**src/hw/rtl/trre_pkg.sv**
```systemverilog
`timescale 1ns / 1ps
`default_nettype none
package trre_pkg;

  localparam int unsigned MAX_ROW_WIDTH_DEF = 4096;
  localparam int unsigned CFG_W             = 13;
  localparam logic [CFG_W-1:0] ROW_WIDTH_RST = 13'd256;

  localparam int unsigned PIX_W  = 8;
  localparam int unsigned WORD_W = 64;

  localparam int unsigned RUN_MAX = 127;
  localparam int unsigned LEN_W   = 7;
  localparam logic [LEN_W-1:0] RUN_LIMIT = 7'h7f;
  localparam logic [PIX_W-1:0] MARK      = 8'h80;

  localparam int unsigned CMD_DEPTH = 4;

  typedef logic [LEN_W-1:0] len_t;

  // One request's worth of encoding work, as handed from the front to the back.
  typedef struct packed {
    logic close_vld;
    logic close_tr;
    len_t close_len;
    logic close_bank;
    logic row_end;
    logic end_lit;
    len_t end_len;
    logic end_bank;
  } cmd_t;

  typedef struct packed {
    logic [1:0]       en;
    len_t             addr;
    logic [PIX_W-1:0] data;
  } ram_wr_t;

  typedef struct packed {
    logic [1:0] en;
    len_t       addr;
  } ram_rd_t;

  typedef enum logic [2:0] {
    BK_IDLE,
    BK_CHDR,
    BK_CDATA,
    BK_EHDR,
    BK_EDATA,
    BK_MARK
  } bk_state_t;

endpackage
`default_nettype wire

```
**src/hw/rtl/trre_pixel_if.sv**
```systemverilog
`timescale 1ns / 1ps
`default_nettype none
interface trre_pixel_if import trre_pkg::*; ();
  logic             valid;
  logic             ready;
  logic [PIX_W-1:0] pixel;

  modport source(output valid, output pixel, input ready);
  modport sink(input valid, input pixel, output ready);
endinterface
`default_nettype wire

```
**src/hw/rtl/trre_word_if.sv**
```systemverilog
`timescale 1ns / 1ps
`default_nettype none
interface trre_word_if import trre_pkg::*; ();
  logic              valid;
  logic              ready;
  logic [WORD_W-1:0] out_bytes;

  modport source(output valid, output out_bytes, input ready);
  modport sink(input valid, input out_bytes, output ready);
endinterface
`default_nettype wire

```
**src/hw/rtl/trre_ram.sv**
```systemverilog
`timescale 1ns / 1ps
`default_nettype none
module trre_ram #(
  parameter int unsigned WIDTH = 8,
  parameter int unsigned DEPTH = 127
) (
  input  wire logic                             clk,
  input  wire logic                             we,
  input  wire logic [((DEPTH > 1) ? $clog2(DEPTH) : 1)-1:0] waddr,
  input  wire logic [WIDTH-1:0]                 wdata,
  input  wire logic                             re,
  input  wire logic [((DEPTH > 1) ? $clog2(DEPTH) : 1)-1:0] raddr,
  output logic      [WIDTH-1:0]                 rdata
);

  logic [WIDTH-1:0] mem [DEPTH];

  always_ff @(posedge clk) begin
    if (we) begin
      mem[waddr] <= wdata;
    end
    if (re) begin
      rdata <= mem[raddr];
    end
  end

endmodule
`default_nettype wire

```
**src/hw/rtl/trre_front.sv**
```systemverilog
`timescale 1ns / 1ps
`default_nettype none
module trre_front import trre_pkg::*; #(
  parameter int unsigned MAX_ROW_WIDTH = MAX_ROW_WIDTH_DEF
) (
  input  wire logic             clk,
  input  wire logic             rst_n,
  input  wire logic             cfg_we,
  input  wire logic [CFG_W-1:0] cfg_wdata,
  trre_pixel_if.sink            in_pix,
  input  wire logic             q_full,
  output logic                  q_push,
  output cmd_t                  q_cmd,
  input  wire logic [1:0]       busy_clr,
  output ram_wr_t               ram_wr
);

  localparam int unsigned CW = $clog2(MAX_ROW_WIDTH + 1);
  localparam int unsigned EW = (CW > CFG_W) ? CW : CFG_W;
  localparam logic [EW-1:0] MAX_W = EW'(MAX_ROW_WIDTH);

  logic [CFG_W-1:0] row_width_r;
  logic [CW-1:0]    column_r, column_nxt;
  logic             run_active_r, run_active_nxt;
  logic             run_tr_r, run_tr_nxt;
  len_t             run_len_r, run_len_nxt;
  logic             cur_r, cur_nxt;
  logic [1:0]       busy_r, busy_nxt;

  logic [EW-1:0] width_ext, eff;
  logic [CW-1:0] col_inc;
  logic          lit_open, ready, accept, tr, close, cur_a, cont, row_end;
  len_t          base, len_new;
  logic [1:0]    busy_set;

  always_comb begin
    width_ext = EW'(row_width_r);
    if (width_ext == '0) begin
      eff = EW'(1);
    end else if (width_ext > MAX_W) begin
      eff = MAX_W;
    end else begin
      eff = width_ext;
    end
  end

  // A new literal run may not start in a bank whose earlier run is still being drained.
  assign lit_open     = run_active_r && !run_tr_r;
  assign ready        = !q_full && !busy_r[cur_r] && !(lit_open && busy_r[!cur_r]);
  assign in_pix.ready = ready;
  assign accept       = in_pix.valid && ready;

  assign tr      = (in_pix.pixel == '0);
  assign close   = run_active_r && ((tr != run_tr_r) || (run_len_r == RUN_LIMIT));
  assign cur_a   = cur_r ^ (close && !run_tr_r);
  assign cont    = run_active_r && !close;
  assign base    = cont ? run_len_r : '0;
  assign len_new = base + len_t'(1);
  assign col_inc = column_r + CW'(1);
  assign row_end = (EW'(col_inc) >= eff);

  always_comb begin
    column_nxt     = column_r;
    run_active_nxt = run_active_r;
    run_tr_nxt     = run_tr_r;
    run_len_nxt    = run_len_r;
    cur_nxt        = cur_r;
    busy_set       = '0;
    if (accept) begin
      column_nxt     = row_end ? '0 : col_inc;
      run_active_nxt = !row_end;
      run_tr_nxt     = tr;
      run_len_nxt    = row_end ? '0 : len_new;
      cur_nxt        = cur_a ^ (row_end && !tr);
      if (close && !run_tr_r) begin
        busy_set[cur_r] = 1'b1;
      end
      if (row_end && !tr) begin
        busy_set[cur_a] = 1'b1;
      end
    end
    busy_nxt = (busy_r & ~busy_clr) | busy_set;
  end

  always_comb begin
    q_push           = accept && (close || row_end);
    q_cmd.close_vld  = close;
    q_cmd.close_tr   = run_tr_r;
    q_cmd.close_len  = run_len_r;
    q_cmd.close_bank = cur_r;
    q_cmd.row_end    = row_end;
    q_cmd.end_lit    = row_end && !tr;
    q_cmd.end_len    = len_new;
    q_cmd.end_bank   = cur_a;

    ram_wr.en        = '0;
    ram_wr.en[cur_a] = accept && !tr;
    ram_wr.addr      = base;
    ram_wr.data      = in_pix.pixel;
  end

  always_ff @(posedge clk) begin
    if (!rst_n) begin
      row_width_r  <= ROW_WIDTH_RST;
      column_r     <= '0;
      run_active_r <= 1'b0;
      run_tr_r     <= 1'b0;
      run_len_r    <= '0;
      cur_r        <= 1'b0;
      busy_r       <= '0;
    end else begin
      if (cfg_we) begin
        row_width_r <= cfg_wdata;
      end
      column_r     <= column_nxt;
      run_active_r <= run_active_nxt;
      run_tr_r     <= run_tr_nxt;
      run_len_r    <= run_len_nxt;
      cur_r        <= cur_nxt;
      busy_r       <= busy_nxt;
    end
  end

endmodule
`default_nettype wire

```
**src/hw/rtl/trre_cmd_fifo.sv**
```systemverilog
`timescale 1ns / 1ps
`default_nettype none
module trre_cmd_fifo import trre_pkg::*; (
  input  wire logic clk,
  input  wire logic rst_n,
  input  wire logic push,
  input  wire cmd_t push_cmd,
  output logic      full,
  input  wire logic pop,
  output logic      head_vld,
  output cmd_t      head_cmd
);

  localparam int unsigned PW = (CMD_DEPTH > 1) ? $clog2(CMD_DEPTH) : 1;
  localparam int unsigned NW = $clog2(CMD_DEPTH + 1);

  cmd_t          mem_r [CMD_DEPTH];
  logic [PW-1:0] wr_ptr_r, wr_ptr_nxt, rd_ptr_r, rd_ptr_nxt;
  logic [NW-1:0] count_r, count_nxt;
  logic          do_push, do_pop;

  assign full     = (count_r == NW'(CMD_DEPTH));
  assign head_vld = (count_r != '0);
  assign head_cmd = mem_r[rd_ptr_r];
  assign do_push  = push && !full;
  assign do_pop   = pop && head_vld;

  always_comb begin
    wr_ptr_nxt = wr_ptr_r;
    rd_ptr_nxt = rd_ptr_r;
    if (do_push) begin
      wr_ptr_nxt = (wr_ptr_r == PW'(CMD_DEPTH - 1)) ? '0 : wr_ptr_r + PW'(1);
    end
    if (do_pop) begin
      rd_ptr_nxt = (rd_ptr_r == PW'(CMD_DEPTH - 1)) ? '0 : rd_ptr_r + PW'(1);
    end
    count_nxt = count_r + NW'(do_push) - NW'(do_pop);
  end

  always_ff @(posedge clk) begin
    if (do_push) begin
      mem_r[wr_ptr_r] <= push_cmd;
    end
  end

  always_ff @(posedge clk) begin
    if (!rst_n) begin
      wr_ptr_r <= '0;
      rd_ptr_r <= '0;
      count_r  <= '0;
    end else begin
      wr_ptr_r <= wr_ptr_nxt;
      rd_ptr_r <= rd_ptr_nxt;
      count_r  <= count_nxt;
    end
  end

endmodule
`default_nettype wire

```
**src/hw/rtl/trre_back.sv**
```systemverilog
`timescale 1ns / 1ps
`default_nettype none
module trre_back import trre_pkg::*; (
  input  wire logic                  clk,
  input  wire logic                  rst_n,
  input  wire logic                  cmd_vld,
  input  wire cmd_t                  cmd_in,
  output logic                       cmd_pop,
  output ram_rd_t                    ram_rd,
  input  wire logic [1:0][PIX_W-1:0] rd_data,
  output logic      [1:0]            busy_clr,
  trre_word_if.source                out_word
);

  bk_state_t state_r, state_nxt, after_close;
  cmd_t      cmd_r;
  len_t      idx_r, idx_nxt;

  logic             a_emit, a_ram, a_bank, a_last;
  logic [PIX_W-1:0] a_byte;
  logic             c_last, e_last;

  logic             b_vld_r, b_ram_r, b_bank_r, b_last_r;
  logic [PIX_W-1:0] b_byte_r, b_val;
  logic             b_free, b_take, complete, out_free;

  logic [WORD_W-1:0] acc_r, word;
  logic [2:0]        cnt_r;
  logic              out_vld_r;
  logic [WORD_W-1:0] out_data_r;

  assign c_last      = (idx_r == cmd_r.close_len - len_t'(1));
  assign e_last      = (idx_r == cmd_r.end_len - len_t'(1));
  assign after_close = cmd_r.end_lit ? BK_EHDR : BK_MARK;

  always_comb begin
    state_nxt = state_r;
    case (state_r)
      BK_IDLE: begin
        if (cmd_vld) begin
          if (cmd_in.close_vld) begin
            state_nxt = BK_CHDR;
          end else begin
            state_nxt = cmd_in.end_lit ? BK_EHDR : BK_MARK;
          end
        end
      end
      BK_CHDR: begin
        if (b_free) begin
          if (!cmd_r.close_tr) begin
            state_nxt = BK_CDATA;
          end else begin
            state_nxt = cmd_r.row_end ? after_close : BK_IDLE;
          end
        end
      end
      BK_CDATA: begin
        if (b_free && c_last) begin
          state_nxt = cmd_r.row_end ? after_close : BK_IDLE;
        end
      end
      BK_EHDR: begin
        if (b_free) begin
          state_nxt = BK_EDATA;
        end
      end
      BK_EDATA: begin
        if (b_free && e_last) begin
          state_nxt = BK_MARK;
        end
      end
      BK_MARK: begin
        if (b_free) begin
          state_nxt = BK_IDLE;
        end
      end
      default: state_nxt = BK_IDLE;
    endcase
  end

  always_comb begin
    cmd_pop     = 1'b0;
    a_emit      = 1'b0;
    a_ram       = 1'b0;
    a_bank      = 1'b0;
    a_last      = 1'b0;
    a_byte      = '0;
    ram_rd.en   = '0;
    ram_rd.addr = idx_r;
    busy_clr    = '0;
    idx_nxt     = idx_r;
    case (state_r)
      BK_IDLE: begin
        cmd_pop = cmd_vld;
      end
      BK_CHDR: begin
        a_emit = 1'b1;
        a_byte = cmd_r.close_tr ? (MARK | PIX_W'(cmd_r.close_len)) : PIX_W'(cmd_r.close_len);
        a_last = cmd_r.close_tr && !cmd_r.row_end;
      end
      BK_CDATA: begin
        a_emit                     = 1'b1;
        a_ram                      = 1'b1;
        a_bank                     = cmd_r.close_bank;
        a_last                     = c_last && !cmd_r.row_end;
        ram_rd.en[cmd_r.close_bank] = b_free;
        busy_clr[cmd_r.close_bank]  = b_free && c_last;
        if (b_free) begin
          idx_nxt = c_last ? '0 : idx_r + len_t'(1);
        end
      end
      BK_EHDR: begin
        a_emit = 1'b1;
        a_byte = PIX_W'(cmd_r.end_len);
      end
      BK_EDATA: begin
        a_emit                    = 1'b1;
        a_ram                     = 1'b1;
        a_bank                    = cmd_r.end_bank;
        ram_rd.en[cmd_r.end_bank] = b_free;
        busy_clr[cmd_r.end_bank]  = b_free && e_last;
        if (b_free) begin
          idx_nxt = e_last ? '0 : idx_r + len_t'(1);
        end
      end
      BK_MARK: begin
        a_emit = 1'b1;
        a_byte = MARK;
        a_last = 1'b1;
      end
      default: begin
        cmd_pop = 1'b0;
      end
    endcase
  end

  // The byte stage holds a store byte by keeping the read enable low while it waits.
  assign b_val    = b_ram_r ? rd_data[b_bank_r] : b_byte_r;
  assign out_free = !out_vld_r || out_word.ready;
  assign complete = b_last_r || (cnt_r == 3'd7);
  assign b_take   = b_vld_r && (!complete || out_free);
  assign b_free   = !b_vld_r || b_take;

  always_comb begin
    for (int i = 0; i < 8; i++) begin
      word[8*i +: 8] = (cnt_r == 3'(i)) ? b_val : acc_r[8*i +: 8];
    end
  end

  assign out_word.valid     = out_vld_r;
  assign out_word.out_bytes = out_data_r;

  always_ff @(posedge clk) begin
    if (cmd_pop) begin
      cmd_r <= cmd_in;
    end
    if (b_free && a_emit) begin
      b_ram_r  <= a_ram;
      b_bank_r <= a_bank;
      b_byte_r <= a_byte;
      b_last_r <= a_last;
    end
    if (b_take && complete) begin
      out_data_r <= word;
    end
  end

  always_ff @(posedge clk) begin
    if (!rst_n) begin
      state_r   <= BK_IDLE;
      idx_r     <= '0;
      b_vld_r   <= 1'b0;
      acc_r     <= '0;
      cnt_r     <= '0;
      out_vld_r <= 1'b0;
    end else begin
      state_r <= state_nxt;
      idx_r   <= idx_nxt;
      if (b_free) begin
        b_vld_r <= a_emit;
      end
      if (b_take) begin
        if (complete) begin
          acc_r <= '0;
          cnt_r <= '0;
        end else begin
          acc_r <= word;
          cnt_r <= cnt_r + 3'd1;
        end
      end
      if (b_take && complete) begin
        out_vld_r <= 1'b1;
      end else if (out_word.ready) begin
        out_vld_r <= 1'b0;
      end
    end
  end

endmodule
`default_nettype wire

```
**src/hw/rtl/transparent_rle_row_encoder.sv**
```systemverilog
`timescale 1ns / 1ps
`default_nettype none
// With an idle drain, a request's first word is valid once the pixel closing it has passed the
// request queue, the drain's command register, its byte stage and the output word register.
// Throughput: one pixel per cycle; a closed literal run holds the drain for its header and data bytes.
// Pixels stall while the request queue is full, the current literal bank is still draining, or a
// literal run is open while the other bank drains. The drain packs one byte per cycle while the output is free.
// Synchronous active-low reset clears the row and run state and sets the row width to 256.
module transparent_rle_row_encoder import trre_pkg::*; #(
  parameter int unsigned MAX_ROW_WIDTH = MAX_ROW_WIDTH_DEF
) (
  input  wire logic             clk,
  input  wire logic             rst_n,
  input  wire logic             cfg_we,
  input  wire logic [CFG_W-1:0] cfg_wdata,
  trre_pixel_if.sink            in_pix,
  trre_word_if.source           out_word
);

  logic                  q_push, q_full, q_pop, q_vld;
  cmd_t                  q_cmd, q_head;
  logic [1:0]            busy_clr;
  ram_wr_t               ram_wr;
  ram_rd_t               ram_rd;
  logic [1:0][PIX_W-1:0] rd_data;

  trre_front #(
    .MAX_ROW_WIDTH(MAX_ROW_WIDTH)
  ) u_front (
    .clk      (clk),
    .rst_n    (rst_n),
    .cfg_we   (cfg_we),
    .cfg_wdata(cfg_wdata),
    .in_pix   (in_pix),
    .q_full   (q_full),
    .q_push   (q_push),
    .q_cmd    (q_cmd),
    .busy_clr (busy_clr),
    .ram_wr   (ram_wr)
  );

  trre_cmd_fifo u_fifo (
    .clk     (clk),
    .rst_n   (rst_n),
    .push    (q_push),
    .push_cmd(q_cmd),
    .full    (q_full),
    .pop     (q_pop),
    .head_vld(q_vld),
    .head_cmd(q_head)
  );

  for (genvar b = 0; b < 2; b++) begin : g_bank
    trre_ram #(
      .WIDTH(PIX_W),
      .DEPTH(RUN_MAX)
    ) u_ram (
      .clk  (clk),
      .we   (ram_wr.en[b]),
      .waddr(ram_wr.addr),
      .wdata(ram_wr.data),
      .re   (ram_rd.en[b]),
      .raddr(ram_rd.addr),
      .rdata(rd_data[b])
    );
  end

  trre_back u_back (
    .clk     (clk),
    .rst_n   (rst_n),
    .cmd_vld (q_vld),
    .cmd_in  (q_head),
    .cmd_pop (q_pop),
    .ram_rd  (ram_rd),
    .rd_data (rd_data),
    .busy_clr(busy_clr),
    .out_word(out_word)
  );

endmodule
`default_nettype wire

```
**src/flat_wrapper.sv**
```systemverilog
// flat-port wrapper written by rule: the top's interface ports become plain ports
module transparent_rle_row_encoder_flat import trre_pkg::*;
#(
  parameter int unsigned MAX_ROW_WIDTH = MAX_ROW_WIDTH_DEF
)
  (clk, rst_n, cfg_we, cfg_wdata, in_pix_valid, in_pix_pixel, in_pix_ready, out_word_valid, out_word_out_bytes, out_word_ready);
  trre_pixel_if in_pix_i ();
  trre_word_if out_word_i ();
  input  wire logic clk;
  input  wire logic rst_n;
  input  wire logic cfg_we;
  input  wire logic [CFG_W-1:0] cfg_wdata;
  input wire logic [$bits(in_pix_i.valid)-1:0] in_pix_valid;
  input wire logic [$bits(in_pix_i.pixel)-1:0] in_pix_pixel;
  output wire logic [$bits(in_pix_i.ready)-1:0] in_pix_ready;
  output wire logic [$bits(out_word_i.valid)-1:0] out_word_valid;
  output wire logic [$bits(out_word_i.out_bytes)-1:0] out_word_out_bytes;
  input wire logic [$bits(out_word_i.ready)-1:0] out_word_ready;
  assign in_pix_i.valid = in_pix_valid;
  assign in_pix_i.pixel = in_pix_pixel;
  assign in_pix_ready = in_pix_i.ready;
  assign out_word_valid = out_word_i.valid;
  assign out_word_out_bytes = out_word_i.out_bytes;
  assign out_word_i.ready = out_word_ready;
  transparent_rle_row_encoder #(.MAX_ROW_WIDTH(MAX_ROW_WIDTH)) u_core (.clk(clk), .rst_n(rst_n), .cfg_we(cfg_we), .cfg_wdata(cfg_wdata), .in_pix(in_pix_i), .out_word(out_word_i));
endmodule
```
**config.mk**
```make
export PLATFORM = sky130hd
export DESIGN_NAME = transparent_rle_row_encoder_flat
export DESIGN_NICKNAME = d
export VERILOG_FILES = /design/src/hw/rtl/trre_pkg.sv /design/src/hw/rtl/trre_pixel_if.sv /design/src/hw/rtl/trre_word_if.sv /design/src/hw/rtl/trre_ram.sv /design/src/hw/rtl/trre_front.sv /design/src/hw/rtl/trre_cmd_fifo.sv /design/src/hw/rtl/trre_back.sv /design/src/hw/rtl/transparent_rle_row_encoder.sv /design/src/flat_wrapper.sv
export SDC_FILE = /design/constraint.sdc
export NUM_CORES = 2
export LEC_CHECK = 0
export ABC_CLOCK_PERIOD_IN_PS = 6200
export BUFFER_PORTS_ARGS = -buffer_cell sky130_fd_sc_hd__buf_4
export CAP_MARGIN = 20
export CORE_ASPECT_RATIO = 1.4
export CORE_UTILIZATION = 50
export CTS_CLUSTER_DIAMETER = 50
export DETAILED_ROUTE_END_ITERATION = 10
export PLACE_DENSITY_LB_ADDON = 0.08
export SLEW_MARGIN = 30
export SYNTH_ARGS = -nofsm -noshare
export SYNTH_HDL_FRONTEND = slang
export SYNTH_SLANG_ARGS = --single-unit
```
**constraint.sdc**
```tcl
create_clock -name clk -period 6.2 [get_ports clk]
set_clock_uncertainty 0.05 [all_clocks]
set_input_delay 0.31 -clock clk [delete_from_list [all_inputs] [get_ports clk]]
set_output_delay 0.31 -clock clk [all_outputs]
set_load 0.02 [all_outputs]
```
# == Word level (Yosys, flattened, before mapping) ==
# Memories as Yosys holds them, arrays and structs flattened. A register that Yosys moved wholly into a read port is not among the register bits.
# Cells that the tools add are included.
# word_totals
elab_cells,216
ff_bits,218
mem_count,3
ram_bits,2112
input_bits,26
output_inout_bits,66
# classes
bitwise,11
magnitude_cmp,12
n_reduce_logical,53
n_eq_ne,27
mux,72
n_addsub,10
# mem_list
name,depth,word_bits,read_ports,rd_clocked_by_memory_dff,write_ports,line_no,source
u_core.g_bank[0].u_ram.mem,127,8,1,1,1,trre_ram.sv:16,logic [WIDTH-1:0] mem [DEPTH];
u_core.g_bank[1].u_ram.mem,127,8,1,1,1,trre_ram.sv:16,
u_core.u_fifo.mem_r,4,20,1,1,1,trre_cmd_fifo.sv:17,cmd_t mem_r [CMD_DEPTH];
# op_table
op,n
8-bit 2-to-1 mux,12
64-bit 2-to-1 mux,1
7-bit 2-to-1 mux,6
13-bit 2-to-1 mux,3
3-bit 2-to-1 mux,12
1-bit logical AND,24
8-bit one-hot mux with 3 select lines,1
3-bit equality test (second input constant),7
1-bit 2-to-1 mux,19
3-bit one-hot mux with 6 select lines,1
2-bit 2-to-1 mux,8
2-bit inequality test (second input constant),8
7-bit by 1-bit adder with 7-bit output (second input constant),2
7-bit equality test,2
7-bit one-hot mux with 2 select lines,1
7-bit by 1-bit subtractor with 7-bit output (second input constant),2
13-bit by 1-bit adder with 13-bit output (second input constant),1
13-bit greater-or-equal comparator,1
13-bit greater-than comparator (second input constant),1
13-bit logical NOT,1
2-bit bitwise AND,6
3-bit by 2-bit equality test with 1-bit output (second input constant),4
1-bit logical NOT,12
1-bit by 2-bit less-than comparator with 1-bit output (second input constant),6
other kinds (25),44

# == Logic depth before layout (Yosys ltp) ==
# depth
ltp_word,14
depth_mapped,22
mapped_depth_nobuf,21

# == By module ==
# From an unflattened synthesis, not the netlist that was laid out.
# unflattened
hier_cells,4915
area_unflattened_um2,93199.4
# by_module_without_submodules
mod,cells_per_inst,area_per_inst_um2,n_inst,seq_area_each_um2
trre_ram,1882,39880.7,2,30749.5
trre_back,691,7538.5,1,4404.2
trre_cmd_fifo,156,3368.2,1,2582.5
trre_front,304,2531.2,1,760.7

# == Worst setup path after synthesis ==
# Ideal clock, no wire load.
# synth_path
path_type,register to register
startpoint,register u_core.u_back.cnt_r[0]
endpoint,register u_core.u_back.acc_r[56]
path_stages_with_launch,10
synth_period_minus_slack_ps,5104
required_time_ps,6031
arrival_time_ps,4935
setup_ps,119
slack_ps,1096
n_path_buf,1
path_cell_list,dfxtp_1 > ha_1 > ha_1 > clkbuf_1 > or2_2 > nand2_1 > nand2_1 > nor2_1 > nor2b_1 > and2_1
# synth_between
elab_chain_cells,5
elab_cells_between_ends,7
classes_between,eq/ne (1); mux (2); reduce/logical (4)
# synth_rtl
element,line_no,source
start: declaration,trre_back.sv:28,logic [2:0] cnt_r;
start signal: assignment,trre_back.sv:188,cnt_r <= cnt_r + 3'd1;
3-bit equality test *,"trre_back.sv:140, trre_back.sv:146",
1-bit logical OR,trre_back.sv:140,assign complete = b_last_r || (cnt_r == 3'd7);
1-bit logical NOT,trre_back.sv:141,assign b_take = b_vld_r && (!complete || out_free);
1-bit logical OR,trre_back.sv:141,
1-bit logical AND,trre_back.sv:141,
end signal: assignment,trre_back.sv:187,acc_r <= word;
end: declaration,trre_back.sv:27,"logic [WORD_W-1:0] acc_r, word;"
# Every way passes the cells marked *; elsewhere a longest branch is shown, timed or not.
# A chain may end at the register's enable or synchronous reset.

==> flow_metrics.py <==
metrics = {
    "critical_path": {
        "critPathCaptureType": "flip-flop",
        "required_ps": 6620,
        "path_class": "in -> reg",
        "reg2regPathDepth": 22,
        "path_max_fanout": 57,
        "worst_setup_path_start_kind": "input port",
        "timing.rr.end": "u_core.u_fifo.count_r[2]$_SDFF_PN0_",
        "rrSetupSlack_ps": 1450,
        "cp_data_arrival_time_ps": 5250,
        "r2r-start": "u_core.u_front.column_r[0]$_SDFFE_PN0P_",
    },
    "clock_tree": {
        "clockBufferDepth": 3,
        "cts_tree": "yes",
        "clock_sinks": 2348,
        "clock_latency_ps": 860,
        "ctsHoldBuffers": 37,
        "cts_buffers": 221,
        "clk_pin_slew_ps": 60,
        "cts-htree-levels": 4,
        "root_buffer": "clkbuf_16",
        "cts_setup_buffers": 0,
        "cts-resized-gates": 0,
    },
    "final_layout": {
        "fill_cells": 13800,
        "areaGrowthSynthToFinish_pct": 12.3,
        "multi_input_area_um2": 22100,
        "nets": 5009,
        "instances_no_fill": 7587,
        "drive_above_1_share": 0.229,
        "regArea_um2": 69300,
    },
    "grt": {
        "grt_overflow": 0,
        "top_usage_layer": "met2",
        "grt_usage": 0.251,
        "grt_use_met2": 0.426,
        "grt_util_met3": 0.0373,
        "grt_max_degree": 200,
        "grt_pass1_wl_um": 340000,
        "antenna_found_initial": 6,
        "grt_util_met1": 0.335,
        "grt_pass1_vias": 47300,
    },
    "synthesis": {
        "synth_commonest_cells": "edfxtp_1, mux4_2, nor2_1",
        "synth-edff-count": 2222,
        "syn_area_um2": 92900,
        "postSynthAreaPerCell_um2": 19.5,
        "synth_cell_types": 77,
        "ys_warn_count": 0,
        "syn_inst": 4765,
        "ys_top_cells_by_area": "edfxtp_1, mux4_2, dfxtp_1",
        "synth_ff_type": "edfxtp_1",
        "synth-async-reset-ratio": 0,
        "synth.most_common_cell": "edfxtp_1",
        "seq_area_frac_synth": 0.745,
        "synth_seq_cells": 2348,
        "synth_nets": 4827,
        "synth_top_area_share": 0.718,
        "yosysTopAreaCell": "edfxtp_1",
    },
    "placement": {
        "hpwl_um": 145000,
        "gp_congestion": 0.861,
        "pre_cts_ws_ps": 1170,
        "io_buffers": 91,
        "dpl.cell_count": 7127,
    },
    "sta": {
        "tns_ps": 0,
        "fmax_mhz": 207,
        "min_period_ps": 4830,
        "worstMarginPinSlew_ps": 1010,
        "slew_headroom": 0.322,
        "worst_slack_ps": 1370,
        "rsz0062_at_grt": "no",
        "finalHoldViolCount": 0,
        "setup_viol": 0,
        "slew_violations": 0,
        "finalCritPeriodShare": 0.778,
    },
    "die": {
        "pin_count": 92,
        "row_count": 186,
        "start_util": 0.505,
        "die_x_um": 366,
        "core-area_um2": 184000,
        "die_h_um": 512,
        "dieArea_um2": 188000,
    },
    "pwr": {
        "power_density_nw_per_um2": 378,
        "power.switching_w": 0.0105,
        "sw_frac_of_total": 0.266,
        "power_leakage_nw": 31.7,
        "clkPwrFrac": 0.350,
        "p_comb_frac": 0.191,
        "p_seq_frac": 0.459,
        "vdd_drop_max_mv": 0.258,
        "p_int_w": 0.0290,
    },
    "job": {
        "cap_violations": 0,
    },
    "route": {
        "final_antenna_net_count": 0,
        "drt_pass1_iterations": 8,
        "drc_errors": 0,
        "vias": 46000,
        "vias_per_cell": 6.06,
        "wl_per_cell_um": 30.7,
        "first_iter_violations": 4540,
        "wirelength_um": 233000,
    },
    "worst_hold_path": {
        "holdPathStages": 5,
        "min_path_type": "in -> reg",
        "min_to": "u_core.u_front.cur_r$_SDFFE_PN0P_",
        "min-delay-start": "in_pix_valid",
    },
    "run_status": {
        "status": "completed",
    },
}
## area by class of cell
class                      instances  area share
sequential                      2348       0.664
multi-input combinational       2086       0.212
clock buffer                     270      0.0565
inverter                          50     0.00182
antenna                            3   0.0000719
timing repair buffer             240      0.0221
tap                             2444      0.0293
clock inverter                   146      0.0146
## through the flow
step	instance area (um2)	power (W)	utilization	hold slack [ps]
after floorplan	92900	0.0236	-	359
after global placement	96400	0.0261	0.524	393
after detailed placement	96500	0.0261	0.524	394
after CTS	104000	0.0399	0.566	28.9
after global routing	104000	0.0408	0.567	122
final	104000	0.0395	0.567	94.9
## layout by cell type (no fill, tap or decap), drive strengths merged, types with 78 or more instances in the layout
master,count
dfxtp,126
mux4,548
buf,195
nor2b,126
edfxtp,2222
nor2,327
clkinv,90
nand2,193
clkbuf,278
a22oi,78
mux2i,181
o21ai,111
## cells by family (layout without fill, tap and decap cells)
| kind of cell | count (synthesis) | after routing | synth area share |
|---|---|---|---|
| xor+xnor | 38 | 38 | 0.00373 |
| other cells | 0 | 3 | 0 |
| mux | 757 | 757 | 0.156 |
| buf+inv | 331 | 706 | 0.0182 |
| compound gates | 458 | 458 | 0.0331 |
| flops | 2348 | 2348 | 0.745 |
| fa+ha+maj | 36 | 36 | 0.00493 |
| simple gates | 797 | 797 | 0.0393 |
## power by group through the flow
stage | sequential (W) | clock [W] | combinational, W
after global placement | 0.0185 | 0 | 0.00762
after CTS | 0.0182 | 0.0140 | 0.00770
after detailed placement | 0.0185 | 0 | 0.00766
final | 0.0181 | 0.0138 | 0.00753
after global routing | 0.0182 | 0.0146 | 0.00802
after floorplan | 0.0183 | 0 | 0.00531
## critical path, stage by stage
cell and delay [ps]:
dlygate4sd3_1 550, clkbuf_8 270, nor4_1 590, nand2_1 390, a21o_1 310, ha_1 490
inv_1 200, nor3_1 320, nand2_1 530, buf_4 480, nor2_1 660
## how the worst max path moves through the flow
stage / startpoint / to / slack (ps) / depth (start not counted)
CTS: u_core.u_front.column_r[0]$_SDFFE_PN0P_ / u_core.u_fifo.count_r[2]$_SDFF_PN0_ / 1420 / 22
detailed placement: in_pix_pixel[4] / u_core.g_bank[1].u_ram.mem[121][6]$_DFFE_PP_ / 1170 / 10
global route: u_core.u_front.column_r[0]$_SDFFE_PN0P_ / u_core.u_fifo.count_r[2]$_SDFF_PN0_ / 990 / 22
global placement: in_pix_pixel[4] / u_core.g_bank[0].u_ram.mem[113][3]$_DFFE_PP_ / 1300 / 8
finish: in_pix_pixel[5] / u_core.g_bank[1].u_ram.mem[121][0]$_DFFE_PP_ / 1370 / 11
floorplan: u_core.u_back.cnt_r[0]$_SDFFE_PN0P_ / u_core.u_back.acc_r[56]$_SDFFE_PN0P_ / 1100 / 9
## layer usage
layer | routed length, um | vias up | part of all wire
met5 | 7 | - | 0.000030
met4 | 7250 | 2 | 0.031
met3 | 13000 | 334 | 0.056
met2 | 119000 | 1492 | 0.51
met1 | 94000 | 24400 | 0.40
li1 | - | 19700 | -
## registers in the layout (all words and copies together), names as in the netlist, 7 cells and up, named ones only
name	count
u_core.g_bank.u_ram.mem	2032
u_core.g_bank.u_ram.rdata	16
u_core.u_back.acc_r	64
u_core.u_back.b_byte_r	8
u_core.u_back.cmd_r	19
u_core.u_back.idx_r	7
u_core.u_back.out_word.out_bytes	64
u_core.u_fifo.mem_r	80
u_core.u_front.column_r	13
u_core.u_front.row_width_r	13
u_core.u_front.run_len_r	7
(Power assumes the default switching activity.)
